--- src/rtl/core/assert_macros.svh ---
// Assertion macros shared by the RTL.
// Users supply clk and rst_n in scope; no other dependencies.
`ifndef ASSERT_MACROS_SVH
`define ASSERT_MACROS_SVH

// Implication checked on every rising clk edge outside reset.
`define CHK_IMPL(label, cond, prop, msg) \
    label: assert property (@(posedge clk) disable iff (!rst_n) (cond) |-> (prop)) \
        else $error(msg);

// Plain invariant checked on every rising clk edge outside reset.
`define CHK_ALWAYS(label, prop, msg) \
    label: assert property (@(posedge clk) disable iff (!rst_n) (prop)) \
        else $error(msg);

`endif

--- src/rtl/core/psps_pkg.sv ---
// Shared types and constants for the printable string pool scanner.
// No dependencies; used by every module of the block.
`default_nettype none

package psps_pkg;

    localparam int LEN_W = 13;
    localparam int CNT_W = 5;

    localparam logic [LEN_W-1:0] RUN_CAP   = 13'd4096;
    localparam logic [CNT_W-1:0] MAX_POOLS = 5'd16;
    localparam logic [1:0]       SKIP_BYTES = 2'd3;

    localparam logic [31:0]      BASE_RST  = 32'h0800_0000;
    localparam logic [LEN_W-1:0] MIN_RST   = 13'd24;
    localparam logic [LEN_W-1:0] MAX_RST   = 13'd4096;
    localparam logic [CNT_W-1:0] LIMIT_RST = 5'd16;

    localparam int FQ_DEPTH = 4;
    localparam int FQ_AW    = 2;
    localparam int OQ_DEPTH = 4;
    localparam int OQ_AW    = 2;

    typedef enum logic [1:0] {
        REG_BASE  = 2'd0,
        REG_MIN   = 2'd1,
        REG_MAX   = 2'd2,
        REG_LIMIT = 2'd3
    } reg_index_t;

    typedef enum logic [1:0] {
        CLS_PRINT = 2'd0,
        CLS_ZERO  = 2'd1,
        CLS_OTHER = 2'd2
    } byte_class_t;

    typedef enum logic {
        MODE_IDLE = 1'b0,
        MODE_RUN  = 1'b1
    } scan_mode_t;

    typedef struct packed {
        logic [7:0] data_byte;
        logic       last_byte;
    } psps_in_t;

    typedef struct packed {
        logic             pool_valid;
        logic [31:0]      pool_start;
        logic [LEN_W-1:0] pool_length;
        logic             scan_done;
        logic [CNT_W-1:0] pools_total;
    } psps_out_t;

    typedef struct packed {
        byte_class_t cls;
        logic        last;
    } cls_item_t;

    typedef struct packed {
        logic [1:0] cnt;
        psps_out_t  rec1;
        psps_out_t  rec0;
    } rec_wr_t;

endpackage

`default_nettype wire

--- src/rtl/core/psps_front.sv ---
// Front end: classifies incoming bytes and buffers them in a short queue.
// Depends on psps_pkg.
`default_nettype none

module psps_front
    import psps_pkg::*;
(
    input  wire logic      clk,
    input  wire logic      rst_n,
    input  wire logic      push,
    output logic           full,
    input  wire psps_in_t  byte_item,
    output logic           item_valid,
    output cls_item_t      item,
    input  wire logic      take
);

    cls_item_t           mem [FQ_DEPTH];
    logic [FQ_AW-1:0]    wptr_reg, wptr_next;
    logic [FQ_AW-1:0]    rptr_reg, rptr_next;
    logic [FQ_AW:0]      count_reg, count_next;
    cls_item_t           cls_in;
    logic                wr_en;
    logic                rd_en;

    always_comb
    begin
        if (byte_item.data_byte inside {[8'h20:8'h7E]})
        begin
            cls_in.cls = CLS_PRINT;
        end
        else if (byte_item.data_byte == 8'h00)
        begin
            cls_in.cls = CLS_ZERO;
        end
        else
        begin
            cls_in.cls = CLS_OTHER;
        end
        cls_in.last = byte_item.last_byte;
    end

    assign full       = (count_reg == (FQ_AW+1)'(FQ_DEPTH));
    assign wr_en      = push && !full;
    assign item_valid = (count_reg != '0);
    assign rd_en      = take && item_valid;
    assign item       = mem[rptr_reg];

    always_comb
    begin
        wptr_next  = wr_en ? wptr_reg + 1'b1 : wptr_reg;
        rptr_next  = rd_en ? rptr_reg + 1'b1 : rptr_reg;
        count_next = count_reg + (FQ_AW+1)'(wr_en) - (FQ_AW+1)'(rd_en);
    end

    always_ff @(posedge clk)
    begin
        if (wr_en)
        begin
            mem[wptr_reg] <= cls_in;
        end
    end

    always_ff @(posedge clk or negedge rst_n)
    begin
        if (!rst_n)
        begin
            wptr_reg  <= '0;
            rptr_reg  <= '0;
            count_reg <= '0;
        end
        else
        begin
            wptr_reg  <= wptr_next;
            rptr_reg  <= rptr_next;
            count_reg <= count_next;
        end
    end

endmodule

`default_nettype wire

--- src/rtl/core/psps_back.sv ---
// Back end: run tracking, pool qualification and config registers.
// Depends on psps_pkg; feeds up to two records per byte to the result queue.
`default_nettype none

module psps_back
    import psps_pkg::*;
(
    input  wire logic      clk,
    input  wire logic      rst_n,
    input  wire logic      cfg_we,
    input  wire logic [1:0] cfg_index,
    input  wire logic [31:0] cfg_wdata,
    input  wire logic      item_valid,
    input  wire cls_item_t item,
    output logic           take,
    input  wire logic      room,
    output rec_wr_t        rec_wr
);

    logic [31:0]      base_reg;
    logic [LEN_W-1:0] min_reg;
    logic [LEN_W-1:0] max_reg;
    logic [CNT_W-1:0] limit_reg;

    scan_mode_t       mode_reg, mode_next;
    logic [1:0]       skip_reg, skip_next;
    logic [31:0]      offset_reg, offset_next;
    logic [31:0]      start_reg, start_next;
    logic [LEN_W-1:0] len_reg, len_next;
    logic [LEN_W-1:0] pcnt_reg, pcnt_next;
    logic [CNT_W-1:0] found_reg, found_next;

    logic [CNT_W-1:0] lim;
    logic [LEN_W-1:0] need;
    logic [LEN_W-1:0] max_eff;
    logic [31:0]      addr;
    logic             do_idle;
    logic [1:0]       n;
    psps_out_t        rec_v [2];

    assign take    = item_valid && room;
    assign lim     = (limit_reg < MAX_POOLS) ? limit_reg : MAX_POOLS;
    assign need    = (min_reg == '0) ? LEN_W'(1) : min_reg;
    assign max_eff = (max_reg == '0) ? LEN_W'(1) :
                     ((max_reg > RUN_CAP) ? RUN_CAP : max_reg);
    assign addr    = base_reg + offset_reg;

    always_comb
    begin
        mode_next   = mode_reg;
        skip_next   = skip_reg;
        offset_next = offset_reg;
        start_next  = start_reg;
        len_next    = len_reg;
        pcnt_next   = pcnt_reg;
        found_next  = found_reg;
        do_idle     = 1'b0;
        n           = 2'd0;
        rec_v[0]    = '0;
        rec_v[1]    = '0;
        if (take)
        begin
            if (mode_reg == MODE_RUN)
            begin
                case (item.cls)
                    CLS_PRINT:
                    begin
                        pcnt_next = pcnt_next + 1'b1;
                        len_next  = len_next + 1'b1;
                    end
                    CLS_ZERO:
                    begin
                        len_next = len_next + 1'b1;
                    end
                    default:
                    begin
                        mode_next = MODE_IDLE;
                        if (pcnt_next >= need && found_next < lim)
                        begin
                            found_next = found_next + 1'b1;
                            rec_v[n[0]] = '{1'b1, start_next, len_next, 1'b0, found_next};
                            n = n + 1'b1;
                        end
                        len_next  = '0;
                        pcnt_next = '0;
                        do_idle   = 1'b1;
                    end
                endcase
            end
            else
            begin
                do_idle = 1'b1;
            end

            if (do_idle)
            begin
                if (skip_next != 2'd0)
                begin
                    skip_next = skip_next - 1'b1;
                end
                else if (found_next < lim)
                begin
                    if (item.cls == CLS_PRINT)
                    begin
                        mode_next  = MODE_RUN;
                        start_next = addr;
                        len_next   = LEN_W'(1);
                        pcnt_next  = LEN_W'(1);
                    end
                    else
                    begin
                        skip_next = SKIP_BYTES;
                    end
                end
            end

            // forced close at maximum length
            if (mode_next == MODE_RUN && len_next >= max_eff)
            begin
                mode_next = MODE_IDLE;
                if (pcnt_next >= need && found_next < lim)
                begin
                    found_next = found_next + 1'b1;
                    rec_v[n[0]] = '{1'b1, start_next, len_next, 1'b0, found_next};
                    n = n + 1'b1;
                end
                len_next  = '0;
                pcnt_next = '0;
            end

            offset_next = offset_reg + 32'd1;

            if (item.last)
            begin
                if (mode_next == MODE_RUN)
                begin
                    mode_next = MODE_IDLE;
                    if (pcnt_next >= need && found_next < lim)
                    begin
                        found_next = found_next + 1'b1;
                        rec_v[n[0]] = '{1'b1, start_next, len_next, 1'b0, found_next};
                        n = n + 1'b1;
                    end
                end
                rec_v[n[0]] = '{1'b0, 32'd0, LEN_W'(0), 1'b1, found_next};
                n           = n + 1'b1;
                mode_next   = MODE_IDLE;
                skip_next   = '0;
                offset_next = '0;
                start_next  = '0;
                len_next    = '0;
                pcnt_next   = '0;
                found_next  = '0;
            end
        end
    end

    always_comb
    begin
        rec_wr.cnt  = n;
        rec_wr.rec0 = rec_v[0];
        rec_wr.rec1 = rec_v[1];
    end

    always_ff @(posedge clk or negedge rst_n)
    begin
        if (!rst_n)
        begin
            base_reg  <= BASE_RST;
            min_reg   <= MIN_RST;
            max_reg   <= MAX_RST;
            limit_reg <= LIMIT_RST;
        end
        else if (cfg_we)
        begin
            case (cfg_index)
                REG_BASE:  base_reg  <= cfg_wdata;
                REG_MIN:   min_reg   <= cfg_wdata[LEN_W-1:0];
                REG_MAX:   max_reg   <= cfg_wdata[LEN_W-1:0];
                REG_LIMIT: limit_reg <= cfg_wdata[CNT_W-1:0];
                default:   ;
            endcase
        end
    end

    always_ff @(posedge clk or negedge rst_n)
    begin
        if (!rst_n)
        begin
            mode_reg   <= MODE_IDLE;
            skip_reg   <= '0;
            offset_reg <= '0;
            start_reg  <= '0;
            len_reg    <= '0;
            pcnt_reg   <= '0;
            found_reg  <= '0;
        end
        else
        begin
            mode_reg   <= mode_next;
            skip_reg   <= skip_next;
            offset_reg <= offset_next;
            start_reg  <= start_next;
            len_reg    <= len_next;
            pcnt_reg   <= pcnt_next;
            found_reg  <= found_next;
        end
    end

endmodule

`default_nettype wire

--- src/rtl/core/psps_out_queue.sv ---
// Result queue: takes up to two records per cycle, hands out one.
// Depends on psps_pkg.
`default_nettype none

module psps_out_queue
    import psps_pkg::*;
(
    input  wire logic    clk,
    input  wire logic    rst_n,
    input  wire rec_wr_t rec_wr,
    output logic         room,
    output logic         empty,
    input  wire logic    pop,
    output psps_out_t    pool_rec
);

    psps_out_t        mem [OQ_DEPTH];
    logic [OQ_AW-1:0] wptr_reg, wptr_next;
    logic [OQ_AW-1:0] rptr_reg, rptr_next;
    logic [OQ_AW:0]   count_reg, count_next;
    logic             rd_en;

    // room for a full two-record write
    assign room     = (count_reg <= (OQ_AW+1)'(OQ_DEPTH - 2));
    assign empty    = (count_reg == '0);
    assign rd_en    = pop && !empty;
    assign pool_rec = mem[rptr_reg];

    always_comb
    begin
        wptr_next  = wptr_reg + OQ_AW'(rec_wr.cnt);
        rptr_next  = rd_en ? rptr_reg + 1'b1 : rptr_reg;
        count_next = count_reg + (OQ_AW+1)'(rec_wr.cnt) - (OQ_AW+1)'(rd_en);
    end

    always_ff @(posedge clk)
    begin
        if (rec_wr.cnt != 2'd0)
        begin
            mem[wptr_reg] <= rec_wr.rec0;
        end
        if (rec_wr.cnt == 2'd2)
        begin
            mem[wptr_reg + 1'b1] <= rec_wr.rec1;
        end
    end

    always_ff @(posedge clk or negedge rst_n)
    begin
        if (!rst_n)
        begin
            wptr_reg  <= '0;
            rptr_reg  <= '0;
            count_reg <= '0;
        end
        else
        begin
            wptr_reg  <= wptr_next;
            rptr_reg  <= rptr_next;
            count_reg <= count_next;
        end
    end

endmodule

`default_nettype wire

--- src/rtl/core/printable_string_pool_scanner.sv ---
// Top level of the printable string pool scanner.
// Depends on psps_pkg, psps_front, psps_back, psps_out_queue, assert_macros.svh.
//
// Takes one byte per cycle while full is low and reports string pools found in
// the stream: each pool record gives start address, length and running pool count,
// and the byte flagged last_byte is followed by a done record, after which the scan
// state returns to its reset value while the registers keep their contents.
// A byte is classified on entry into a four-deep request queue; the run
// tracker takes one request per cycle whenever the four-deep result queue has
// room for two records, so the sustained rate is one byte per clock as long as
// results are popped about as fast as they appear. The records of a byte are
// written to the result queue when the run tracker takes its request.
`default_nettype none
`include "assert_macros.svh"

module printable_string_pool_scanner
    import psps_pkg::*;
(
    input  wire logic        clk,
    input  wire logic        rst_n,
    input  wire logic        push,
    output logic             full,
    input  wire psps_in_t    byte_item,
    output logic             empty,
    input  wire logic        pop,
    output psps_out_t        pool_rec,
    input  wire logic        cfg_we,
    input  wire logic [1:0]  cfg_index,
    input  wire logic [31:0] cfg_wdata
);

    logic      item_valid;
    cls_item_t item;
    logic      take;
    logic      room;
    rec_wr_t   rec_wr;

    psps_front u_front (
        .clk        (clk),
        .rst_n      (rst_n),
        .push       (push),
        .full       (full),
        .byte_item  (byte_item),
        .item_valid (item_valid),
        .item       (item),
        .take       (take)
    );

    psps_back u_back (
        .clk        (clk),
        .rst_n      (rst_n),
        .cfg_we     (cfg_we),
        .cfg_index  (cfg_index),
        .cfg_wdata  (cfg_wdata),
        .item_valid (item_valid),
        .item       (item),
        .take       (take),
        .room       (room),
        .rec_wr     (rec_wr)
    );

    psps_out_queue u_out_queue (
        .clk      (clk),
        .rst_n    (rst_n),
        .rec_wr   (rec_wr),
        .room     (room),
        .empty    (empty),
        .pop      (pop),
        .pool_rec (pool_rec)
    );

    `CHK_IMPL(a_done_not_pool, !empty && pool_rec.scan_done, !pool_rec.pool_valid,
        "done record flagged as pool")
    `CHK_IMPL(a_pool_len, !empty && pool_rec.pool_valid,
        pool_rec.pool_length != '0 && pool_rec.pool_length <= RUN_CAP,
        "pool length out of range")
    `CHK_IMPL(a_pool_count, !empty && pool_rec.pool_valid,
        pool_rec.pools_total != '0 && pool_rec.pools_total <= MAX_POOLS,
        "pool count out of range")
    `CHK_ALWAYS(a_write_room, rec_wr.cnt == 2'd0 || (room && take),
        "records written without queue room")

endmodule

`default_nettype wire

--- config.mk ---
export PLATFORM = sky130hd
export DESIGN_NAME = printable_string_pool_scanner
export DESIGN_NICKNAME = d
export VERILOG_FILES = /design/src/rtl/core/psps_pkg.sv /design/src/rtl/core/psps_front.sv /design/src/rtl/core/psps_back.sv /design/src/rtl/core/psps_out_queue.sv /design/src/rtl/core/printable_string_pool_scanner.sv
export VERILOG_INCLUDE_DIRS = /design/src /design/src/rtl/core
export SDC_FILE = /design/constraint.sdc
export NUM_CORES = 1
export LEC_CHECK = 0
export BUFFER_PORTS_ARGS = -buffer_cell sky130_fd_sc_hd__buf_4
export CORE_MARGIN = 5
export CORE_UTILIZATION = 45
export CTS_CLUSTER_DIAMETER = 50
export DETAILED_ROUTE_END_ITERATION = 12
export HOLD_SLACK_MARGIN = 0.08
export PLACE_DENSITY = 0.71
export SLEW_MARGIN = 20
export SYNTH_ARGS = -nofsm -noshare
export SYNTH_HDL_FRONTEND = slang
export SYNTH_SLANG_ARGS = --single-unit
--- constraint.sdc ---
create_clock -name clk -period 32.8 [get_ports clk]
set_input_delay 6.56 -clock clk [delete_from_list [all_inputs] [get_ports clk]]
set_output_delay 6.56 -clock clk [all_outputs]
set_load 0.03 [all_outputs]
==> impl_metrics.py, run 1 <==
metrics = {
    "status": {
        "status": "finished clean",
    },
    "logic_synthesis": {
        "synth.net_count": 2161,
        "ys.warnings.count": 0,
        "synth.distinct_cells": 81,
        "synth-main-ff-cell": "edfxtp_1",
        "ys_seq_elements": 395,
        "netlist_area_mm2": 0.0220,
        "async_flop_share_pct": 44.3,
        "ys_seq_area_share_pct": 50.0,
        "avgSynthCellArea_um2": 11.0,
        "synth_enable_flop_cells": 220,
        "netlist_instances": 1994,
    },
    "routing": {
        "drt-pass1-iter-count": 5,
        "vias_per_cell": 5.97,
        "wire_per_inst_um": 21.2,
        "routed_wl_mm": 58.0,
        "ant_nets": 0,
        "drtIter0Drc": 1547,
        "drc": 0,
        "vias": 16300,
    },
    "clock_tree": {
        "post-cts-setup-buffer-count": 0,
        "ctsHoldBuffers": 0,
        "cts_tree": "yes",
        "h-tree-depth": 2,
        "clk_latency_ns": 0.61,
        "cts_root_buf": "clkbuf_16",
        "clk_pin_slew_worst_paths_ns": 0.06,
        "cts_sinks": 395,
        "cts_resized": 0,
        "clock_path_buffers": 3,
        "numCtsBuffers": 47,
    },
    "cells_and_area": {
        "largest_reg_flops": 208,
        "ff_latch_area_mm2": 0.0110,
        "syn_to_final_growth_pct": 13.9,
        "stdcell_count": 2733,
        "top_register": "u_out_queue.mem",
        "drive_gt1_share_pct": 17.3,
        "diodes": 0,
        "multi_input_area_mm2": 0.0104,
        "nFillCells": 4210,
        "nets": 2240,
    },
    "min_path": {
        "min_path_type": "reg2reg",
    },
    "placement": {
        "place.gp.congestion": 0.959,
        "port_buffers": 101,
        "dp_hpwl_mm": 40.5,
        "placed_cells": 2645,
        "dp_worst_setup_slack_ns": 21.87,
    },
    "timing": {
        "final.period_utilization_pct": 33.7,
        "tightest_slew_ns": 0.929,
        "maxSlewViolCount": 0,
        "max_freq_mhz": 90.4,
        "finalCriticalPeriod_ns": 11.06,
        "setup_tns_ns": 0,
        "finalHoldViolCount": 0,
        "slew_headroom_pct": 37.4,
        "grt_setup_unrepaired": "false",
        "fin_skew_ns": 0.0300,
        "setup_violations": 0,
        "finalWorstSetupSlack_ns": 21.74,
    },
    "grt": {
        "grt.total_usage_pct": 21.6,
        "antenna_found_initial": 0,
        "grt_pass1_wl_mm": 92.0,
        "grt_max_degree": 67,
        "grt_pass1_vias": 16300,
        "grt-ovfl-total": 0,
    },
    "critical_path": {
        "worstPathArrival_ns": 11.27,
        "cp.required_ns": 33.01,
        "r2r_end": "u_out_queue.mem[0][15]",
        "critPathLaunch": "u_back.min_reg[8]",
        "cp-end-kind": "flop",
        "critical_path.top_delay_family": "compound AO/OA/AOI/OAI gates",
        "r2r-start": "u_back.min_reg[8]",
        "crit_slowest_cell": "buf_4",
        "crit_buf_inv": 6,
        "r2r_cells": 39,
        "path_depth": 39,
        "crit_type": "reg2reg",
        "crit_path_end": "u_out_queue.mem[0][15]",
        "cp-start-kind": "flop",
        "critPathMaxFanout": 52,
        "crit_path_max_incr_delay_ns": 0.65,
        "regToRegSetupSlack_ns": 21.74,
    },
    "power": {
        "power_density_mw_per_mm2": 75.7,
        "ir_drop_uv": 39.9,
        "p_leak_nw": 10.4,
        "p_total_mw": 1.89,
    },
    "floorplan": {
        "rows": 81,
        "chipHeight_um": 231,
        "start_util_pct": 45.1,
        "die_area_mm2": 0.0533,
        "die_width_um": 231,
        "io_pins": 102,
        "core-area_mm2": 0.0486,
    },
    "flow_run": {
        "maxCapViolCount": 0,
    },
}
[Yosys cell counts, types with 31 or more instances]
cell type  count  share of area, %
and3_1        31              0.88
nand3_1       35              0.80
a22o_1        44               1.8
xor2_1        49               2.0
inv_1         61               1.0
mux2_2        66               3.4
o21ai_0      117               2.7
ha_1         116               6.6
mux4_2        54               5.5
clkbuf_1      58              0.99
nor2_1       283               4.8
dfrtp_1      170                19
xnor2_1       40               1.6
edfxtp_1     220                30
a21oi_1       82               1.9
nand2_1      180               3.1
[layout by cell type, fill, tap and decap left out, drive strengths merged, types with 35 or more instances in the layout]
master	synthesis	final
clkbuf	58	56
a21oi	83	83
o21ai	130	130
mux4	54	54
buf	39	127
nand2	180	180
xnor2	40	40
mux2	66	66
inv	63	73
dfrtp	170	170
xor2	49	49
edfxtp	220	220
a22o	44	44
nor2	284	284
ha	116	116
nand3	35	35
[report_power, final]
part	internal, mW	switching, mW	total (mW)
Combinational	0.239	0.414	0.652
Clock	0.319	0.225	0.544
Sequential	0.622	0.0767	0.698
Total	1.18	0.715	1.89
[tightest hold or removal path: stages (launching register included)]
cell and delay [ns]:
dfrtp_1 0.35, nand2_1 0.05, o21ai_0 0.06
[per-layer routing]
layer | up-vias | part of all wire, % | global-route usage [%]
li1 | 7505 | - | -
met1 | 8104 | 44 | 30.6
met2 | 615 | 46 | 34.0
met3 | 91 | 7.8 | 4.83
met4 | 0 | 2.4 | 5.87
met5 | - | 0 | 0
[final cells by class]
cell class	instances	share of cell area, %
clock buffers	56	5.00
clock inverters	31	1.56
inverters	63	0.945
multi-input cells	1439	41.6
flip-flops and latches	395	44.0
well taps	622	3.11
repair buffers	127	3.88
[cell families (layout without fill, tap and decap cells)]
group                      Yosys count  in the layout  share of synthesized area (%)
and+or+nand+nor                    666            666                           13.8
buffers and inverters              160            277                           3.00
xor gates and xnor gates            90             90                           3.65
DFF                                395            395                           50.0
muxes                              136            136                           9.65
AOI/OAI and AO/OA                  428            428                           13.0
adders and majority gates          119            119                           6.88
[worst min-delay path by stage]
stage / endpoint / cells after the start / startpoint
after floorplan: u_back.start_reg[14] / 2 / u_back.start_reg[14]
after global placement: u_back.start_reg[14] / 2 / u_back.start_reg[14]
after detailed placement: u_back.start_reg[14] / 2 / u_back.start_reg[14]
after CTS: u_back.start_reg[14] / 2 / u_back.start_reg[14]
after global routing: u_back.start_reg[0] / 1 / u_back.start_reg[0]
final: u_back.start_reg[14] / 2 / u_back.start_reg[14]
[metrics by stage]
step	util, %	cell area (µm²)	hold slack [ns]
floorplan	-	22000	0.449
global placement	48.0	23400	0.467
detailed placement	48.0	23400	0.476
CTS	51.4	25000	0.489
global route	51.4	25000	0.522
finish	51.4	25000	0.487
Power figures use the tool's default switching activity.
==> run 2, diff against run 1 <==
Clock period 32.8 ns to 11.4 ns, I/O delays scaled along.
==> run 2 against run 1 <==
Register-to-register slack worse by 21 ns. Sequential share of layout area barely moved. Flip-flop and latch count is the same. First-iteration DRC count rose by 3.3%. Maximum frequency increased by 3.8%. Die area is the same. Critical endpoint is now u_out_queue.mem[0][14]. Via count fell by 0.50%. Total power grew to 2.8 times the previous value. Clock skew up 0.0018 ns. Non-clock buffer count rose by 7. Wire length is 0.34% lower. Critical path depth did not move.
==> impl_metrics.py, run 2 (synthesized netlist as in run 1, its figures left out) <==
metrics = {
    "grt": {
        "grt_pass1_vias": 16300,
        "grt.total_usage_pct": 21.5,
        "grt_max_degree": 81,
        "grt_pass1_wl_mm": 91.6,
        "grt-ovfl-total": 0,
        "antenna_found_initial": 0,
    },
    "timing": {
        "grt_setup_unrepaired": "false",
        "slew_headroom_pct": 25.5,
        "maxSlewViolCount": 0,
        "tightest_slew_ns": 1.11,
        "final.period_utilization_pct": 93.5,
        "timing.hold.ws_ns": 0.503,
        "finalWorstSetupSlack_ns": 0.746,
        "setup_violations": 0,
        "setup_tns_ns": 0,
        "finalCriticalPeriod_ns": 10.65,
        "fin_skew_ns": 0.0318,
        "finalHoldViolCount": 0,
        "max_freq_mhz": 93.9,
    },
    "critical_path": {
        "cp-start-kind": "flop",
        "worstPathArrival_ns": 10.87,
        "critPathMaxFanout": 40,
        "regToRegSetupSlack_ns": 0.75,
        "crit_type": "reg2reg",
        "r2r_cells": 39,
        "r2r_end": "u_out_queue.mem[0][14]",
        "cp.required_ns": 11.61,
        "crit_slowest_cell": "or4_1",
        "r2r-start": "u_back.min_reg[8]",
        "cp-end-kind": "flop",
        "crit_path_max_incr_delay_ns": 0.58,
    },
    "power": {
        "sw_frac_of_total_pct": 37.6,
        "ir_drop_uv": 147,
        "p_leak_nw": 10.4,
        "power_density_mw_per_mm2": 213,
        "comb_power_share_pct": 35.8,
        "p_int_mw": 3.34,
        "clkPwrFrac_pct": 27.2,
        "seq_power_share_pct": 37.0,
        "p_sw_mw": 2.01,
    },
    "cells_and_area": {
        "nets": 2247,
        "diodes": 0,
        "final_common_cell": "nor2_1",
        "syn_to_final_growth_pct": 14.0,
        "drive_gt1_share_pct": 17.3,
        "top_register": "u_out_queue.mem",
        "stdcell_count": 2741,
        "layout_common_cells": "280 x nor2_1, 220 x edfxtp_1, 179 x nand2_1",
        "largest_reg_flops": 208,
    },
    "clock_tree": {
        "numCtsBuffers": 47,
        "ctsHoldBuffers": 0,
        "h-tree-depth": 2,
        "cts_root_buf": "clkbuf_16",
        "post-cts-setup-buffer-count": 0,
        "cts_resized": 0,
        "clk_latency_ns": 0.61,
        "cts_tree": "yes",
        "cts_sinks": 395,
        "clk_pin_slew_worst_paths_ns": 0.06,
        "clock_path_buffers": 3,
    },
    "routing": {
        "vias": 16200,
        "drc": 0,
        "ant_nets": 0,
        "routed_wl_mm": 57.8,
        "vias_per_cell": 5.92,
        "wire_per_inst_um": 21.1,
        "drt-pass1-iter-count": 8,
        "drtIter0Drc": 1598,
    },
    "placement": {
        "dp_hpwl_mm": 40.7,
        "placed_cells": 2652,
        "place.gp.congestion": 0.965,
        "dp_worst_setup_slack_ns": 0.515,
        "port_buffers": 101,
    },
    "floorplan": {
        "core-area_mm2": 0.0486,
        "start_util_pct": 45.1,
        "die_area_mm2": 0.0533,
        "chipHeight_um": 231,
        "die_width_um": 231,
        "rows": 81,
        "io_pins": 102,
    },
    "min_path": {
        "min_path_type": "reg2reg",
        "hp-start": "u_back.start_reg[14]",
        "whs_endpoint": "u_back.start_reg[14]",
        "worstHoldPathCells": 2,
    },
    "status": {
        "status": "finished clean",
    },
    "flow_run": {
        "maxCapViolCount": 0,
    },
}
-- run 2: final cells by class --
class,instances,area (µm²)
Sequential cell,395,11000
Timing Repair Buffer,134,1100
Fill cell,4244,23600
Inverter,63,236
Multi-Input combinational cell,1439,10400
Clock inverter,19,199
Clock buffer,69,1320
Tap cell,622,778
-- run 2: critical path, delay by kind of cell (launching register included) --
kind	cells	cell delay (ns)
AO/OA/AOI/OAI	15	3.97
XOR/XNOR	2	0.64
adder cells (fa/ha/maj)	4	1.03
buffers and inverters	6	1.24
flip-flops	1	0.37
AND/OR/NAND/NOR	12	2.96
-- run 2: power by group through the flow --
stage | Sequential, mW | Clock, mW | Combinational, mW
global route | 2.01 | 1.55 | 2.05
detailed placement | 2.04 | 0 | 1.87
global placement | 2.02 | 0 | 1.84
floorplan | 1.90 | 0 | 1.33
finish | 1.98 | 1.45 | 1.91
CTS | 2.01 | 1.49 | 1.88
-- run 2: worst max path at each step --
stage | startpoint | end | slack (ns) | depth (start not counted)
floorplan | u_back.min_reg[4] | u_out_queue.mem[2][0] | 0.42 | 41
global placement | u_back.min_reg[8] | u_out_queue.mem[3][18] | 0.63 | 36
detailed placement | u_back.min_reg[8] | u_out_queue.mem[3][15] | 0.51 | 37
CTS | u_back.min_reg[8] | u_out_queue.mem[3][11] | 0.46 | 37
global route | u_back.min_reg[8] | u_out_queue.mem[0][14] | 0.03 | 39
finish | u_back.min_reg[8] | u_out_queue.mem[0][14] | 0.75 | 39
-- run 2: metal layers --
layer  routed length, µm  part of all wire (%)  GRT usage [%]  vias up
met1               25100                    43           30.3     8034
li1                    -                     -              -     7529
met5                   0                     0              0        -
met2               27400                    47           34.6      564
met4                1580                   2.7           6.65        0
met3                3710                   6.4           3.17      106
-- run 2: through the flow --
step / util [%] / power (mW) / cell area, µm²
2_1_floorplan: - / 3.22 / 22000
3_3_place_gp: 48.3 / 3.86 / 23500
3_5_place_dp: 48.3 / 3.91 / 23500
4_1_cts: 51.4 / 5.38 / 25000
5_1_grt: 51.5 / 5.61 / 25000
6_report: 51.5 / 5.35 / 25000
